### config.mk
export PLATFORM = sky130hd
export DESIGN_NAME = optical_nav_direction_decoder_top
export DESIGN_NICKNAME = d
export VERILOG_FILES = /design/src/rtl/onav_pkg.sv /design/src/rtl/optical_nav_direction_decoder_top.sv /design/src/rtl/onav_ram.sv /design/src/rtl/onav_div.sv
export SDC_FILE = /design/constraint.sdc
export NUM_CORES = 1
export LEC_CHECK = 0
export ABC_AREA = 1
export BUFFER_PORTS_ARGS = -buffer_cell sky130_fd_sc_hd__buf_2
export CAP_MARGIN = 0
export CORE_ASPECT_RATIO = 1.1
export CORE_MARGIN = 2
export CORE_UTILIZATION = 30
export DETAILED_ROUTE_END_ITERATION = 10
export PLACE_DENSITY = 0.44
export SLEW_MARGIN = 10
export SYNTH_ARGS = -nofsm -noshare
export SYNTH_HDL_FRONTEND = slang
export SYNTH_SLANG_ARGS = --single-unit
### constraint.sdc
create_clock -name clk_i -period 14.03 [get_ports clk_i]
set_clock_uncertainty 0.1 [all_clocks]
set_input_delay 2.806 -clock clk_i [delete_from_list [all_inputs] [get_ports clk_i]]
set_output_delay 2.806 -clock clk_i [all_outputs]
set_load 0.03 [all_outputs]
### src/rtl/onav_pkg.sv
// ----------------------------------------------------------------------------
// onav_pkg
// Shared types, widths and constants of the optical navigation direction
// decoder.
// ----------------------------------------------------------------------------
package onav_pkg;

  // field widths
  localparam int CMD_W   = 2;
  localparam int DELTA_W = 8;
  localparam int TIME_W  = 32;
  localparam int TIDX_W  = 5;
  localparam int STEP_W  = 8;
  localparam int DIR_W   = 3;
  localparam int SUM_W   = 16;
  localparam int RATIO_W = 7;
  localparam int THR_W   = 7;
  localparam int REP_W   = 8;
  localparam int CFG_IDX_W  = 2;
  localparam int CFG_DATA_W = 8;

  localparam int DIV_CNT_W = $clog2(SUM_W + 1);

  localparam int STEP_ENTRIES_DEF = 32;
  localparam int CHANGE_WINDOW_MS = 80;
  localparam int RATIO_SCALE      = 10;

  // configuration reset values
  localparam logic [RATIO_W-1:0] RATIO_RST  = RATIO_W'(10);
  localparam logic [THR_W-1:0]   THR_RST    = THR_W'(8);
  localparam logic [REP_W-1:0]   REPEAT_RST = REP_W'(50);

  typedef enum logic [CFG_IDX_W-1:0] {
    CFG_AXIS_RATIO = 2'd0,
    CFG_MOVE_THR   = 2'd1,
    CFG_REPEAT_MS  = 2'd2
  } cfg_reg_e;

  typedef enum logic [CMD_W-1:0] {
    CMD_MOTION = 2'd0,
    CMD_WR_X   = 2'd1,
    CMD_WR_Y   = 2'd2
  } cmd_e;

  typedef enum logic [DIR_W-1:0] {
    DIR_NONE  = 3'd0,
    DIR_RIGHT = 3'd1,
    DIR_LEFT  = 3'd2,
    DIR_UP    = 3'd3,
    DIR_DOWN  = 3'd4
  } dir_e;

  typedef enum logic [3:0] {
    ST_IDLE,
    ST_TBL_WR,
    ST_ACCUM,
    ST_MAG,
    ST_PROD,
    ST_DECIDE,
    ST_CHECK,
    ST_DIV,
    ST_LOOKUP,
    ST_RESULT
  } state_e;

  typedef struct packed {
    logic             start;
    logic [SUM_W-1:0] dividend;
    logic [THR_W-1:0] divisor;
  } div_req_t;

  typedef struct packed {
    logic             done;
    logic [SUM_W-1:0] quot;
  } div_rsp_t;

endpackage

### src/rtl/optical_nav_direction_decoder_top.sv
// ----------------------------------------------------------------------------
// optical_nav_direction_decoder_top
// Sums optical motion samples and turns them into direction events with a
// step count looked up from per-axis tables.
// ----------------------------------------------------------------------------
// Usage:
//   Input channel (in_valid_i / in_ready_o) carries one item: a motion
//   sample (command 0) or a step table write (commands 1, 2). Output channel
//   (out_valid_o / out_ready_i) carries at most one result per item: a
//   direction and its step count. cfg_we_i writes a register.
//   A table write returns to idle after its write step; a motion sample
//   without an event passes accumulate, magnitude, product and decide;
//   an event goes on through check, the serial divider that forms the
//   table index (sum over threshold), lookup and result. One item is
//   processed at a time; in_ready_o is high only while the sequencer is idle.
//   The result sits in an output register, so the next item can be accepted
//   while a result still waits; if an earlier result has not been taken,
//   the sequencer holds in its result step until the receiver takes it.
//   Reset clears sums, times, the last direction and the table valid bits
//   (tables read as zero until written), and loads the register defaults.
// ----------------------------------------------------------------------------
module optical_nav_direction_decoder_top #(
  parameter int STEP_ENTRIES = onav_pkg::STEP_ENTRIES_DEF
) (
  input  logic                                clk_i,
  input  logic                                rst_ni,
  // configuration
  input  logic                                cfg_we_i,
  input  logic [onav_pkg::CFG_IDX_W-1:0]      cfg_idx_i,
  input  logic [onav_pkg::CFG_DATA_W-1:0]     cfg_wdata_i,
  // input items
  input  logic                                in_valid_i,
  output logic                                in_ready_o,
  input  logic [onav_pkg::CMD_W-1:0]          command_i,
  input  logic signed [onav_pkg::DELTA_W-1:0] delta_x_i,
  input  logic signed [onav_pkg::DELTA_W-1:0] delta_y_i,
  input  logic [onav_pkg::TIME_W-1:0]         time_ms_i,
  input  logic                                burst_start_i,
  input  logic [onav_pkg::TIDX_W-1:0]         table_index_i,
  input  logic [onav_pkg::STEP_W-1:0]         table_value_i,
  // result items
  output logic                                out_valid_o,
  input  logic                                out_ready_i,
  output logic [onav_pkg::DIR_W-1:0]          direction_o,
  output logic [onav_pkg::STEP_W-1:0]         step_count_o
);

  localparam int SW        = onav_pkg::SUM_W;
  localparam int TW        = onav_pkg::TIME_W;
  localparam int IDX_W     = $clog2(STEP_ENTRIES);
  localparam int ADDR_W    = IDX_W + 1;
  localparam int RAM_DEPTH = 2 * (2 ** IDX_W);
  localparam int PY_W      = SW + 4;
  localparam int PX_W      = SW + onav_pkg::RATIO_W;

  function automatic logic [SW-1:0] mag(input logic signed [SW-1:0] v);
    logic signed [SW:0] w;
    w = (SW+1)'(0) - (SW+1)'(v);
    mag = v[SW-1] ? w[SW-1:0] : v;
  endfunction

  function automatic logic signed [SW-1:0] sat_add(input logic signed [SW-1:0] a,
                                                   input logic signed [onav_pkg::DELTA_W-1:0] d);
    logic signed [SW:0] s;
    s = (SW+1)'(a) + (SW+1)'(d);
    if (s[SW] != s[SW-1]) begin
      sat_add = s[SW] ? {1'b1, {(SW-1){1'b0}}} : {1'b0, {(SW-1){1'b1}}};
    end else begin
      sat_add = s[SW-1:0];
    end
  endfunction

  // configuration
  logic [onav_pkg::RATIO_W-1:0] ratio_q;
  logic [onav_pkg::THR_W-1:0]   thr_q;
  logic [onav_pkg::REP_W-1:0]   rep_q;

  // sequencer
  onav_pkg::state_e state_q, state_d;

  // latched item
  logic [onav_pkg::CMD_W-1:0]          cmd_q;
  logic signed [onav_pkg::DELTA_W-1:0] dx_q, dy_q;
  logic [TW-1:0]                       now_q;
  logic                                burst_q;
  logic [onav_pkg::TIDX_W-1:0]         tix_q;
  logic [onav_pkg::STEP_W-1:0]         tval_q;

  // architectural state
  logic signed [SW-1:0] x_acc_q, y_acc_q;
  logic [TW-1:0]        burst_time_q;
  logic [TW-1:0]        last_evt_q;
  onav_pkg::dir_e       last_dir_q;

  // working registers
  logic [SW-1:0]   ax_q, ay_q;
  logic [PY_W-1:0] prod_y_q;
  logic [PX_W-1:0] prod_x_q;
  onav_pkg::dir_e  dir_q;
  logic [IDX_W-1:0] idx_q;
  logic            vld_rd_q;
  logic [RAM_DEPTH-1:0] tbl_vld_q;

  // output register
  logic                        out_valid_q;
  logic [onav_pkg::DIR_W-1:0]  out_dir_q;
  logic [onav_pkg::STEP_W-1:0] out_step_q;

  // combinational
  logic               in_acc;
  logic               out_load;
  onav_pkg::dir_e     dir_pick;
  logic [TW-1:0]      elapsed;
  logic               drop;
  logic               wr_ok;
  logic               ram_we, ram_re;
  logic [ADDR_W-1:0]  ram_waddr, ram_raddr;
  logic [onav_pkg::STEP_W-1:0] ram_rdata;
  logic [IDX_W-1:0]   idx_next;
  logic               vert;
  onav_pkg::div_req_t div_req;
  onav_pkg::div_rsp_t div_rsp;

  assign in_acc   = in_valid_i && in_ready_o;
  assign out_load = (state_q == onav_pkg::ST_RESULT) && (!out_valid_q || out_ready_i);
  assign vert     = (dir_q == onav_pkg::DIR_UP) || (dir_q == onav_pkg::DIR_DOWN);

  always_comb begin
    // ratio test; products registered in the previous step
    if ((PX_W'(prod_y_q) > prod_x_q) && ay_q > SW'(thr_q)) begin
      dir_pick = (y_acc_q > 0) ? onav_pkg::DIR_UP : onav_pkg::DIR_DOWN;
    end else if (ax_q > SW'(thr_q)) begin
      dir_pick = (x_acc_q > 0) ? onav_pkg::DIR_RIGHT : onav_pkg::DIR_LEFT;
    end else begin
      dir_pick = onav_pkg::DIR_NONE;
    end
  end

  always_comb begin
    elapsed = now_q - last_evt_q;
    drop    = (elapsed < TW'(rep_q))
              || ((elapsed < TW'(onav_pkg::CHANGE_WINDOW_MS)) && (dir_q != last_dir_q));
  end

  always_comb begin
    if (thr_q == '0 || div_rsp.quot > SW'(STEP_ENTRIES - 1)) begin
      idx_next = IDX_W'(STEP_ENTRIES - 1);
    end else begin
      idx_next = div_rsp.quot[IDX_W-1:0];
    end
  end

  // table write goes to the X half or the Y half of one RAM
  assign wr_ok     = 9'(tix_q) < 9'(STEP_ENTRIES);
  assign ram_we    = (state_q == onav_pkg::ST_TBL_WR) && wr_ok;
  assign ram_waddr = {(onav_pkg::cmd_e'(cmd_q) == onav_pkg::CMD_WR_Y), IDX_W'(9'(tix_q))};
  assign ram_re    = (state_q == onav_pkg::ST_LOOKUP);
  assign ram_raddr = {vert, idx_q};

  assign div_req.start    = (state_q == onav_pkg::ST_CHECK) && !drop;
  assign div_req.dividend = vert ? ay_q : ax_q;
  assign div_req.divisor  = thr_q;

  onav_div u_div (
    .clk_i  (clk_i),
    .rst_ni (rst_ni),
    .req_i  (div_req),
    .rsp_o  (div_rsp)
  );

  onav_ram #(
    .WIDTH (onav_pkg::STEP_W),
    .DEPTH (RAM_DEPTH)
  ) u_step_ram (
    .clk_i   (clk_i),
    .we_i    (ram_we),
    .waddr_i (ram_waddr),
    .wdata_i (tval_q),
    .re_i    (ram_re),
    .raddr_i (ram_raddr),
    .rdata_o (ram_rdata)
  );

  // next-state logic
  always_comb begin
    state_d = state_q;
    unique case (state_q)
      onav_pkg::ST_IDLE: begin
        if (in_acc) begin
          if (onav_pkg::cmd_e'(command_i) == onav_pkg::CMD_MOTION) begin
            state_d = onav_pkg::ST_ACCUM;
          end else if (onav_pkg::cmd_e'(command_i) == onav_pkg::CMD_WR_X
                       || onav_pkg::cmd_e'(command_i) == onav_pkg::CMD_WR_Y) begin
            state_d = onav_pkg::ST_TBL_WR;
          end
        end
      end
      onav_pkg::ST_TBL_WR: state_d = onav_pkg::ST_IDLE;
      onav_pkg::ST_ACCUM:  state_d = onav_pkg::ST_MAG;
      onav_pkg::ST_MAG:    state_d = onav_pkg::ST_PROD;
      onav_pkg::ST_PROD:   state_d = onav_pkg::ST_DECIDE;
      onav_pkg::ST_DECIDE: begin
        state_d = (dir_pick == onav_pkg::DIR_NONE) ? onav_pkg::ST_IDLE : onav_pkg::ST_CHECK;
      end
      onav_pkg::ST_CHECK:  state_d = drop ? onav_pkg::ST_IDLE : onav_pkg::ST_DIV;
      onav_pkg::ST_DIV: begin
        if (div_rsp.done) begin
          state_d = onav_pkg::ST_LOOKUP;
        end
      end
      onav_pkg::ST_LOOKUP: state_d = onav_pkg::ST_RESULT;
      onav_pkg::ST_RESULT: begin
        if (out_load) begin
          state_d = onav_pkg::ST_IDLE;
        end
      end
      default: state_d = onav_pkg::ST_IDLE;
    endcase
  end

  always_ff @(posedge clk_i or negedge rst_ni) begin
    if (!rst_ni) begin
      state_q <= onav_pkg::ST_IDLE;
    end else begin
      state_q <= state_d;
    end
  end

  // configuration registers
  always_ff @(posedge clk_i or negedge rst_ni) begin
    if (!rst_ni) begin
      ratio_q <= onav_pkg::RATIO_RST;
      thr_q   <= onav_pkg::THR_RST;
      rep_q   <= onav_pkg::REPEAT_RST;
    end else if (cfg_we_i) begin
      unique case (onav_pkg::cfg_reg_e'(cfg_idx_i))
        onav_pkg::CFG_AXIS_RATIO: ratio_q <= cfg_wdata_i[onav_pkg::RATIO_W-1:0];
        onav_pkg::CFG_MOVE_THR:   thr_q   <= cfg_wdata_i[onav_pkg::THR_W-1:0];
        onav_pkg::CFG_REPEAT_MS:  rep_q   <= cfg_wdata_i[onav_pkg::REP_W-1:0];
        default: ;
      endcase
    end
  end

  // item latch and working registers
  always_ff @(posedge clk_i) begin
    if (in_acc) begin
      cmd_q   <= command_i;
      dx_q    <= delta_x_i;
      dy_q    <= delta_y_i;
      now_q   <= time_ms_i;
      burst_q <= burst_start_i;
      tix_q   <= table_index_i;
      tval_q  <= table_value_i;
    end
    if (state_q == onav_pkg::ST_MAG) begin
      ax_q <= mag(x_acc_q);
      ay_q <= mag(y_acc_q);
    end
    if (state_q == onav_pkg::ST_PROD) begin
      prod_y_q <= PY_W'(ay_q) * PY_W'(onav_pkg::RATIO_SCALE);
      prod_x_q <= PX_W'(ax_q) * PX_W'(ratio_q);
    end
    if (state_q == onav_pkg::ST_DECIDE) begin
      dir_q <= dir_pick;
    end
    if (state_q == onav_pkg::ST_DIV && div_rsp.done) begin
      idx_q <= idx_next;
    end
    if (state_q == onav_pkg::ST_LOOKUP) begin
      vld_rd_q <= tbl_vld_q[ram_raddr];
    end
    if (out_load) begin
      out_dir_q  <= dir_q;
      out_step_q <= vld_rd_q ? ram_rdata : '0;
    end
  end

  // sums, event bookkeeping, table valid bits and output valid
  always_ff @(posedge clk_i or negedge rst_ni) begin
    if (!rst_ni) begin
      x_acc_q      <= '0;
      y_acc_q      <= '0;
      burst_time_q <= '0;
      last_evt_q   <= '0;
      last_dir_q   <= onav_pkg::DIR_NONE;
      tbl_vld_q    <= '0;
      out_valid_q  <= 1'b0;
    end else begin
      if (state_q == onav_pkg::ST_ACCUM) begin
        x_acc_q <= sat_add(burst_q ? '0 : x_acc_q, dx_q);
        y_acc_q <= sat_add(burst_q ? '0 : y_acc_q, dy_q);
        if (burst_q) begin
          burst_time_q <= now_q;
        end
      end
      // first event: back-date the last event so the burst entry counts
      if (state_q == onav_pkg::ST_DECIDE && dir_pick != onav_pkg::DIR_NONE
          && last_evt_q == '0) begin
        last_evt_q <= burst_time_q - TW'(rep_q);
        last_dir_q <= dir_pick;
      end
      if (state_q == onav_pkg::ST_CHECK && !drop) begin
        last_evt_q <= now_q;
        last_dir_q <= dir_q;
        x_acc_q    <= '0;
        y_acc_q    <= '0;
      end
      if (ram_we) begin
        tbl_vld_q[ram_waddr] <= 1'b1;
      end
      if (out_load) begin
        out_valid_q <= 1'b1;
      end else if (out_ready_i) begin
        out_valid_q <= 1'b0;
      end
    end
  end

  assign in_ready_o   = (state_q == onav_pkg::ST_IDLE);
  assign out_valid_o  = out_valid_q;
  assign direction_o  = out_dir_q;
  assign step_count_o = out_step_q;

endmodule

### src/rtl/onav_ram.sv
// ----------------------------------------------------------------------------
// onav_ram
// Generic single-write, single-read RAM with registered read data.
// ----------------------------------------------------------------------------
module onav_ram #(
  parameter int WIDTH = 8,
  parameter int DEPTH = 64
) (
  input  logic                     clk_i,
  input  logic                     we_i,
  input  logic [$clog2(DEPTH)-1:0] waddr_i,
  input  logic [WIDTH-1:0]         wdata_i,
  input  logic                     re_i,
  input  logic [$clog2(DEPTH)-1:0] raddr_i,
  output logic [WIDTH-1:0]         rdata_o
);

  logic [WIDTH-1:0] mem_q [DEPTH];
  logic [WIDTH-1:0] rdata_q;

  always_ff @(posedge clk_i) begin
    if (we_i) begin
      mem_q[waddr_i] <= wdata_i;
    end
    if (re_i) begin
      rdata_q <= mem_q[raddr_i];
    end
  end

  assign rdata_o = rdata_q;

endmodule

### src/rtl/onav_div.sv
// ----------------------------------------------------------------------------
// onav_div
// Restoring divider, one quotient bit per cycle: sum magnitude over
// threshold.
// ----------------------------------------------------------------------------
module onav_div (
  input  logic               clk_i,
  input  logic               rst_ni,
  input  onav_pkg::div_req_t req_i,
  output onav_pkg::div_rsp_t rsp_o
);

  localparam int SW = onav_pkg::SUM_W;
  localparam int TW = onav_pkg::THR_W;
  localparam int CW = onav_pkg::DIV_CNT_W;

  logic          busy_q;
  logic          done_q;
  logic [CW-1:0] cnt_q;
  logic [TW-1:0] rem_q;
  logic [SW-1:0] dq_q;
  logic [TW-1:0] dsr_q;

  logic [TW:0] shifted;
  logic [TW:0] diff;
  logic        ge;

  always_comb begin
    shifted = {rem_q, dq_q[SW-1]};
    ge      = shifted >= {1'b0, dsr_q};
    diff    = shifted - {1'b0, dsr_q};
  end

  always_ff @(posedge clk_i or negedge rst_ni) begin
    if (!rst_ni) begin
      busy_q <= 1'b0;
      done_q <= 1'b0;
      cnt_q  <= '0;
    end else if (req_i.start) begin
      busy_q <= 1'b1;
      done_q <= 1'b0;
      cnt_q  <= CW'(SW);
    end else if (busy_q) begin
      cnt_q <= cnt_q - CW'(1);
      if (cnt_q == CW'(1)) begin
        busy_q <= 1'b0;
        done_q <= 1'b1;
      end
    end else begin
      done_q <= 1'b0;
    end
  end

  // remainder stays below the divisor, so it fits the divisor width
  always_ff @(posedge clk_i) begin
    if (req_i.start) begin
      rem_q <= '0;
      dq_q  <= req_i.dividend;
      dsr_q <= req_i.divisor;
    end else if (busy_q) begin
      rem_q <= ge ? diff[TW-1:0] : shifted[TW-1:0];
      dq_q  <= {dq_q[SW-2:0], ge};
    end
  end

  assign rsp_o.done = done_q;
  assign rsp_o.quot = dq_q;

endmodule
==> impl_results.rst, run 1 <==
.. list-table::
   :header-rows: 1

   * - Metric
     - Value
   * - Total power divided by cell area
     - roughly 190 nW/um^2
   * - Number of failing hold endpoints at the final stage
     - 0
   * - Clock sink count
     - about 910
   * - Gate Count Post-Synth
     - ~4,700
   * - TritonCTS clock tree
     - done
   * - Maximum resistive drop on vdd
     - 113 uV
   * - Required time of the critical path
     - between 10 and 15 ns
   * - Clock root cell
     - sky130_fd_sc_hd__clkbuf_16
   * - Final #Nets
     - 5,117
   * - Initial antenna violation count
     - 8
   * - Area of the die
     - 158,000 sq um
   * - Cell Area, Synth
     - ~46,000 sq um
   * - Max-slew headroom at the worst pin
     - 0.262
   * - Share of final-layout standard cells stronger than drive strength 1
     - 0.0755
   * - Leak pwr
     - approximately 0.022 uW
   * - Setup Fix Bufs, Post-CTS
     - 0
   * - Post-Syn Nets
     - about 5,100
   * - Total negative setup slack
     - 0 ns
   * - Final hold slack
     - ~0.36 ns
   * - Count of hold-fix buffers inserted at cts
     - 0
   * - Kind of path behind the tightest hold check
     - reg -> reg
   * - Largest fanout on the critical path
     - 17
   * - Placeable Area
     - approximately 150,000 sq um
   * - Total Routed Length
     - 134,000 um
   * - Placement row count
     - 151
   * - First-pass GRT wire length
     - just over 200,000 um
   * - Transition time of the tightest slew-check pin
     - approximately 1.1 ns
   * - Violation count after the first detailed-route iteration
     - roughly 2,100
   * - Mean Syn Cell Area
     - 9.76 sq um
   * - Wirelength per Cell
     - between 15 and 20 um
   * - Total of buffers placed on input and output ports
     - 91
   * - Portion of the post-synthesis area used by sequential elements
     - 0.564
   * - Height of the die
     - roughly 420 um
   * - DR pass1 iterations
     - 6
   * - Number of top-level design ports
     - just over 90
   * - Startpoint type of the worst setup path
     - flop
   * - Via/cell ratio
     - 4.74
   * - Final clock period utilization by the worst path
     - 0.386
   * - Final ANT Viol Nets
     - 0
   * - Insertion delay to the later sink of the worst-skew pair
     - around 0.74 ns
   * - Worst Setup Slack post-DPL
     - about 8.6 ns
   * - Total vias in the final route
     - roughly 33,000
   * - Drt drc
     - 0
   * - All-layer global routing usage
     - 0.169
   * - Post-synthesis cell type count
     - between 50 and 60
   * - Fill cell instance count of the final layout
     - between 15,000 and 20,000
   * - Max Cap Violations
     - 0
   * - Setup slack after layout
     - roughly 8.6 ns
   * - Crit Path Class
     - reg -> reg
   * - Run status
     - complete, no violations
   * - Capturing element type of the critical path
     - flop
   * - Synthesis-stage register bit count
     - slightly above 900
   * - Max frequency
     - 0.185 GHz
   * - Number of buffers created by CTS
     - about 100
   * - Final HPWL from detailed placement
     - about 90,000 um
   * - Clock-pin slew on the worst setup and hold paths
     - approximately 0.06 ns
   * - RSZ-0062 raised after global routing
     - false
   * - YS warnings
     - 0
   * - Number of pins with negative max-slew slack in the final report
     - 0
   * - Width of the die
     - 379 um
   * - CTS H-tree depth
     - 3
   * - Pin count of the biggest net entering global routing
     - 167
   * - Post-route minimum period
     - roughly 5.4 ns
   * - Arrival @ worst endpoint
     - ~5.8 ns
   * - Final setup violating endpoints
     - 0
   * - Gpl congestion
     - ~0.85
   * - Effective utilization at floorplan
     - 0.301
   * - Vias in the first global route
     - between 30,000 and 40,000
   * - Gr ovfl total
     - 0
   * - Layout-stage area growth over the synthesis result
     - 13.1%
   * - Cells resized by post-CTS repair
     - 0
   * - Maximum count of clock buffers along a single path
     - 3
registers in the layout, summed over array words and instances, names as in the netlist, 16 cells and up:
register          count
u_step_ram.mem_q    512
y_acc_q              16
burst_time_q         32
prod_y_q             19
u_div.dq_q           16
ax_q                 16
now_q                32
ay_q                 16
tbl_vld_q            64
x_acc_q              16
last_evt_q           32
prod_x_q             23
layout by cell type (no fill, tap or decap), drive strengths merged, types with 26 or more instances in the layout:
| master | netlist | routed |
|---|---|---|
| fa | 75 | 75 |
| nand3 | 147 | 147 |
| clkinv | 3 | 44 |
| xor2 | 96 | 96 |
| a21oi | 136 | 136 |
| nand4 | 27 | 27 |
| xnor2 | 38 | 38 |
| ha | 192 | 192 |
| o21ai | 611 | 611 |
| nor3 | 29 | 29 |
| nor2 | 688 | 688 |
| clkbuf | 181 | 130 |
| nor4 | 26 | 26 |
| inv | 579 | 583 |
| dfrtp | 191 | 191 |
| or2 | 38 | 38 |
| edfxtp | 701 | 701 |
| o22ai | 146 | 146 |
| nand2 | 709 | 709 |
| buf | 29 | 128 |
final timing paths:
kind / startpoint / end / slack, ns / cells past startpoint
max reg2reg: ratio_q[5] / prod_x_q[20] / 8.62 / 18
max: ratio_q[5] / prod_x_q[20] / 8.62 / 18
min: tbl_vld_q[3] / tbl_vld_q[3] / 0.36 / 2
max in group asynchronous: rst_ni / thr_q[5] / 10.67 / 2
min in group asynchronous: rst_ni / y_acc_q[4] / 1.92 / 1
min reg2reg: tbl_vld_q[3] / tbl_vld_q[3] / 0.36 / 2
through the flow:
stage	total power (uW)	area, sq um	cells	utilization
2_1_floorplan	6200	46400	4749	-
3_3_place_gp	7200	48900	6732	0.318
3_5_place_dp	7220	48900	6732	0.318
4_1_cts	10100	52400	6924	0.341
5_1_grt	10700	52400	6924	0.341
6_report	9910	52400	6925	0.341
routing by layer:
layer / part of all wire / GRT usage / vias up / wire length, um
met5: 0 / 0 / - / 0
met2: 0.49 / 0.288 / 516 / 65000
li1: - / - / 16100 / -
met3: 0.034 / 0.0189 / 136 / 4510
met4: 0.020 / 0.0427 / 0 / 2720
met1: 0.46 / 0.228 / 16000 / 61600
cell usage after synthesis, drive strengths merged:
cell | number | area share
nor4 | 26 | 0.0035
nand2 | 709 | 0.058
nand3 | 147 | 0.016
o311ai | 1 | 0.00019
o221ai | 11 | 0.0021
o22ai | 146 | 0.020
ha | 192 | 0.052
inv | 579 | 0.047
a41oi | 2 | 0.00038
o32ai | 10 | 0.0019
o21bai | 8 | 0.0013
fa | 75 | 0.032
xor2 | 96 | 0.018
buf | 29 | 0.0033
clkbuf | 181 | 0.015
a221oi | 6 | 0.0011
dfrtp | 191 | 0.10
and3 | 1 | 0.00014
dfstp | 6 | 0.0034
nand4 | 27 | 0.0036
clkinv | 3 | 0.00024
o31ai | 4 | 0.00065
a22oi | 1 | 0.00016
nand3b | 11 | 0.0018
nor2 | 688 | 0.056
o21ai | 611 | 0.066
o211ai | 5 | 0.00081
a21o | 7 | 0.0011
a21boi | 7 | 0.0011
dfxtp | 7 | 0.0030
xnor2 | 38 | 0.0072
nor3 | 29 | 0.0033
edfxtp | 701 | 0.45
a31oi | 10 | 0.0013
a211oi | 5 | 0.00081
o21a | 1 | 0.00016
and2 | 2 | 0.00027
nor3b | 2 | 0.00032
or2 | 38 | 0.0051
a21oi | 136 | 0.015
area by class of cell:
cell class                 instances  area [sq um]  area share
antenna                            1          2.50   0.0000477
clock buffer                     130          2760      0.0526
clock inverter                    62           746      0.0142
inverter                         582          2200      0.0419
multi-input combinational       3052         17200       0.329
sequential                       905         26100       0.498
tap                             2065          2580      0.0493
timing repair buffer             128           781      0.0149
cell families (layout without fill, tap and decap cells):
logic type      after synthesis  count (layout)  synth area share
xor+xnor                    134             134            0.0253
compound gates              971             971             0.114
fa+ha+maj                   267             267            0.0842
simple gates               1680            1680             0.148
other cells                   0               1                 0
buf+inv                     792             902            0.0651
flops                       905             905             0.564
report_power, final:
part | switching, uW | total (uW) | leakage (uW) | internal [uW]
clock network | 1160 | 2790 | 0.00170 | 1620
registers | 298 | 3750 | 0.00892 | 3450
logic | 2190 | 3370 | 0.0113 | 1180
total | 3650 | 9910 | 0.0219 | 6260
worst max-delay path, stage by stage (launching register included):
cell                      delay, ns
sky130_fd_sc_hd__dfrtp_1       0.73
sky130_fd_sc_hd__nand2_1       0.10
sky130_fd_sc_hd__inv_1         0.10
sky130_fd_sc_hd__fa_1          0.46
sky130_fd_sc_hd__fa_1          0.53
sky130_fd_sc_hd__fa_1          0.55
sky130_fd_sc_hd__inv_1         0.06
sky130_fd_sc_hd__fa_1          0.54
sky130_fd_sc_hd__inv_1         0.04
sky130_fd_sc_hd__ha_1          0.35
sky130_fd_sc_hd__a21oi_1       0.20
sky130_fd_sc_hd__o21ai_0       0.12
sky130_fd_sc_hd__a21oi_1       0.24
sky130_fd_sc_hd__inv_1         0.07
sky130_fd_sc_hd__a21oi_1       0.22
sky130_fd_sc_hd__o21ai_0       0.16
sky130_fd_sc_hd__a31oi_1       0.25
sky130_fd_sc_hd__o21ai_0       0.15
sky130_fd_sc_hd__xor2_1        0.17
Power figures use the tool's default switching activity.
==> inputs of run 2 (changes only) <==
- PLACE_DENSITY: 0.44 -> 0.46
- clock period: 14.03 -> 4.7 ns (I/O delays scaled with it)
==> run 2 against run 1 <==
Effect of this change:
- hold slack got worse by 0.30 ns
- wire length fell by 0.40%
- setup slack lost 8.5 ns
- fmax up 19%
- global-route usage is 0.20 points lower
- clock-buffer cell count is 24 higher
- critical endpoint unchanged
- largest power group is now combinational logic
==> impl_results.rst, run 2 (same netlist as run 1, synthesis figures left out) <==
.. list-table::
   :header-rows: 1

   * - Metric
     - Value
   * - Run status
     - complete, no violations
   * - Wirelength per Cell
     - 18.9 um (-2.4%)
   * - Number of top-level design ports
     - 92 (unchanged)
   * - Total of buffers placed on input and output ports
     - 91 (unchanged)
   * - Final ANT Viol Nets
     - 0 (unchanged)
   * - Width of the die
     - 379 um (unchanged)
   * - Share of final-layout standard cells stronger than drive strength 1
     - 0.113 (+0.0378)
   * - CTS H-tree depth
     - 3 (unchanged)
   * - Met2 routed WL
     - 63,500 um (-2.3%)
   * - Final HPWL from detailed placement
     - 89,900 um (about the same)
   * - Initial antenna violation count
     - 8 (unchanged)
   * - Worst Setup Slack post-DPL
     - -0.205 ns (-8.83 ns)
   * - Max FFs per register
     - 512 (unchanged)
   * - Drt drc
     - 0 (unchanged)
   * - Final setup violating endpoints
     - 0 (unchanged)
   * - Maximum resistive drop on vdd
     - 448 uV (+300%)
   * - Number of failing hold endpoints at the final stage
     - 0 (unchanged)
   * - Violation count after the first detailed-route iteration
     - 2,188 (+2.1%)
   * - Clock group share of total power
     - 0.274 (-0.007)
   * - Clock sink count
     - 905 (unchanged)
   * - RSZ-0062 raised after global routing
     - true
   * - Largest fanout on the critical path
     - 3 (-14)
   * - Internal power component
     - 19,800 uW (+220%)
   * - Worst-path cell chain
     - buf_6, nand2_2, inv_2, fa_1, fa_1, fa_1, inv_2, fa_1, inv_2, ha_4, a21oi_4, o21ai_4, a21oi_4, inv_2, a21oi_4, o21ai_2, a31oi_2, o21ai_2, xor2_1
   * - Number of pins with negative max-slew slack in the final report
     - 0 (unchanged)
   * - Gr ovfl total
     - 0 (unchanged)
   * - Total net switching power
     - 11,400 uW (+210%)
   * - Transition time of the tightest slew-check pin
     - 1.03 ns (-0.0779 ns)
   * - Number of buffers created by CTS
     - 105 (+2.9%)
   * - Max Cap Violations
     - 0 (unchanged)
   * - Largest Register
     - u_step_ram.mem_q
   * - Maximum single-stage delay on the critical path
     - 0.59 ns (-0.14 ns)
   * - Startpoint type of the worst setup path
     - flop
   * - Maximum count of clock buffers along a single path
     - 3 (unchanged)
   * - Commonest cells after routing, fill and taps aside
     - sky130_fd_sc_hd__nand2_1 (701), sky130_fd_sc_hd__edfxtp_1 (701), sky130_fd_sc_hd__nor2_1 (676)
   * - Placeable Area
     - 154,000 sq um (unchanged)
   * - Layout-stage area growth over the synthesis result
     - 16.7%
   * - Required time of the critical path
     - 5.09 ns (-9.30 ns)
   * - Vias in the first global route
     - 32,500 (-1.3%)
   * - Height of the die
     - 416 um (unchanged)
   * - Clock-pin slew on the worst setup and hold paths
     - 0.06 ns (about the same)
   * - Clock root cell
     - sky130_fd_sc_hd__clkbuf_16
   * - Pin count of the biggest net entering global routing
     - 149 (-11%)
   * - All-layer global routing usage
     - 0.167 (-0.00200)
   * - DR pass1 iterations
     - 6 (unchanged)
   * - Power share of the sequential group
     - 0.356 (-0.023)
   * - Largest registers ranked by flip-flop count
     - u_step_ram.mem_q (512), tbl_vld_q (64)
   * - First-pass GRT wire length
     - 200,000 um (-1.7%)
   * - Via/cell ratio
     - 4.72 (-0.40%)
   * - Count of hold-fix buffers inserted at cts
     - 0 (unchanged)
   * - Gpl congestion
     - 0.861 (+0.82%)
   * - Capturing element type of the critical path
     - flop
   * - Final #Nets
     - 5,257 (+2.7%)
   * - Switching share of total power
     - 0.366 (-0.00275)
   * - Max-slew headroom at the worst pin
     - 0.310 (+0.0482)
   * - Total vias in the final route
     - 33,300 (+1.7%)
   * - TritonCTS clock tree
     - done
   * - Combinational fraction of design power
     - 0.370 (+0.030)
   * - Crit Path Class
     - reg -> reg
   * - Leak pwr
     - 0.0227 uW (+3.7%)
   * - Critical path's top delay family
     - adder cells
   * - Effective utilization at floorplan
     - 0.301 (unchanged)
   * - Fill cell instance count of the final layout
     - 15,700 (-0.72%)
   * - Arrival @ worst endpoint
     - 4.94 ns (-0.83 ns)
   * - Insertion delay to the later sink of the worst-skew pair
     - 0.78 ns (+0.04 ns)
   * - Kind of path behind the tightest hold check
     - in -> async
   * - Placement row count
     - 151 (unchanged)
   * - Worst path bufs/invs
     - 5 (+1)
   * - Post-route minimum period
     - 4.56 ns (-0.856 ns)
   * - Final hold slack
     - 0.0631 ns (-0.296 ns)
   * - Total power divided by cell area
     - 576 nW/um^2 (+210%)
   * - Top routing layer in use
     - met5
   * - Setup slack after layout
     - 0.144 ns (-8.47 ns)
   * - Metal-1 WL
     - 60,900 um (-1.1%)
   * - Final clock period utilization by the worst path
     - 0.969 (+0.584)
   * - R2r setup slk
     - 0.14 ns (-8.47 ns)
   * - Total Routed Length
     - 133,000 um (-0.40%)
   * - Worst path slowest cell
     - sky130_fd_sc_hd__dfstp_2
   * - Number of inserted diodes
     - 0 (-1)
   * - Total met3 wirelength after detailed routing
     - 5290 um (+17%)
   * - Max frequency
     - 0.220 GHz (+19%)
   * - Area of the die
     - 158,000 sq um (unchanged)
   * - Tot Pwr
     - 31,200 uW (+210%)
run 2: worst register-to-register path, cell delays in order, from the launching register on:
cell and delay, ns:
sky130_fd_sc_hd__dfstp_2 0.59, sky130_fd_sc_hd__buf_6 0.13, sky130_fd_sc_hd__nand2_2 0.05, sky130_fd_sc_hd__inv_2 0.05, sky130_fd_sc_hd__fa_1 0.43, sky130_fd_sc_hd__fa_1 0.50, sky130_fd_sc_hd__fa_1 0.53, sky130_fd_sc_hd__inv_2 0.04
sky130_fd_sc_hd__fa_1 0.48, sky130_fd_sc_hd__inv_2 0.04, sky130_fd_sc_hd__ha_4 0.23, sky130_fd_sc_hd__a21oi_4 0.18, sky130_fd_sc_hd__o21ai_4 0.09, sky130_fd_sc_hd__a21oi_4 0.16, sky130_fd_sc_hd__inv_2 0.06, sky130_fd_sc_hd__a21oi_4 0.14
sky130_fd_sc_hd__o21ai_2 0.09, sky130_fd_sc_hd__a31oi_2 0.21, sky130_fd_sc_hd__o21ai_2 0.09, sky130_fd_sc_hd__xor2_1 0.14
run 2: metal layers:
layer  global-route usage  vias to the layer above
met1                0.227                    16200
met3               0.0222                      178
li1                     -                    16400
met5                    0                        -
met2                0.275                      579
met4               0.0520                        6
run 2: path summary, 6_finish.rpt:
path | from | to | cells after the start
min reg2reg | tbl_vld_q[12] | tbl_vld_q[12] | 2
min | rst_ni | y_acc_q[13] | 1
max | ratio_q[3] | prod_x_q[20] | 19
min in group clk_i | table_index_i[2] | tix_q[2] | 1
max reg2reg | ratio_q[3] | prod_x_q[20] | 19
max in group asynchronous | rst_ni | burst_time_q[14] | 2
run 2: what timing repair did:
action | CTS | global route
buffers inserted | 6 | 16
pin swaps | 4 | 43
gates resized for setup | 6 | 77
setup endpoints to repair | 7 | 11
run 2: power by group through the flow:
stage / combinational (uW) / sequential [uW] / clock [uW]
6_report: 11500 / 11100 / 8530
5_1_grt: 13100 / 11200 / 9060
4_1_cts: 10900 / 11100 / 8750
3_5_place_dp: 10800 / 11300 / 0
3_3_place_gp: 10700 / 11300 / 0
2_1_floorplan: 7510 / 11100 / 0
run 2: area by class of cell:
class / count / area (sq um) / share of cell area
clock buffer: 154 / 2990 / 0.0553
inverter: 582 / 2190 / 0.0406
multi-input combinational: 3052 / 17600 / 0.325
tap: 2065 / 2580 / 0.0478
clock inverter: 45 / 659 / 0.0122
timing repair buffer: 265 / 1970 / 0.0364
sequential: 905 / 26100 / 0.483
run 2: through the flow:
step / instances / util / TNS, ns / area [sq um]
after detailed placement: 6847 / 0.325 / -1.12 / 49900
after CTS: 7052 / 0.349 / 0 / 53700
after global placement: 6847 / 0.325 / -1.02 / 49900
after global routing: 7068 / 0.352 / -0.0855 / 54100
final: 7068 / 0.352 / 0 / 54100
after floorplan: 4749 / - / -0.0256 / 46400
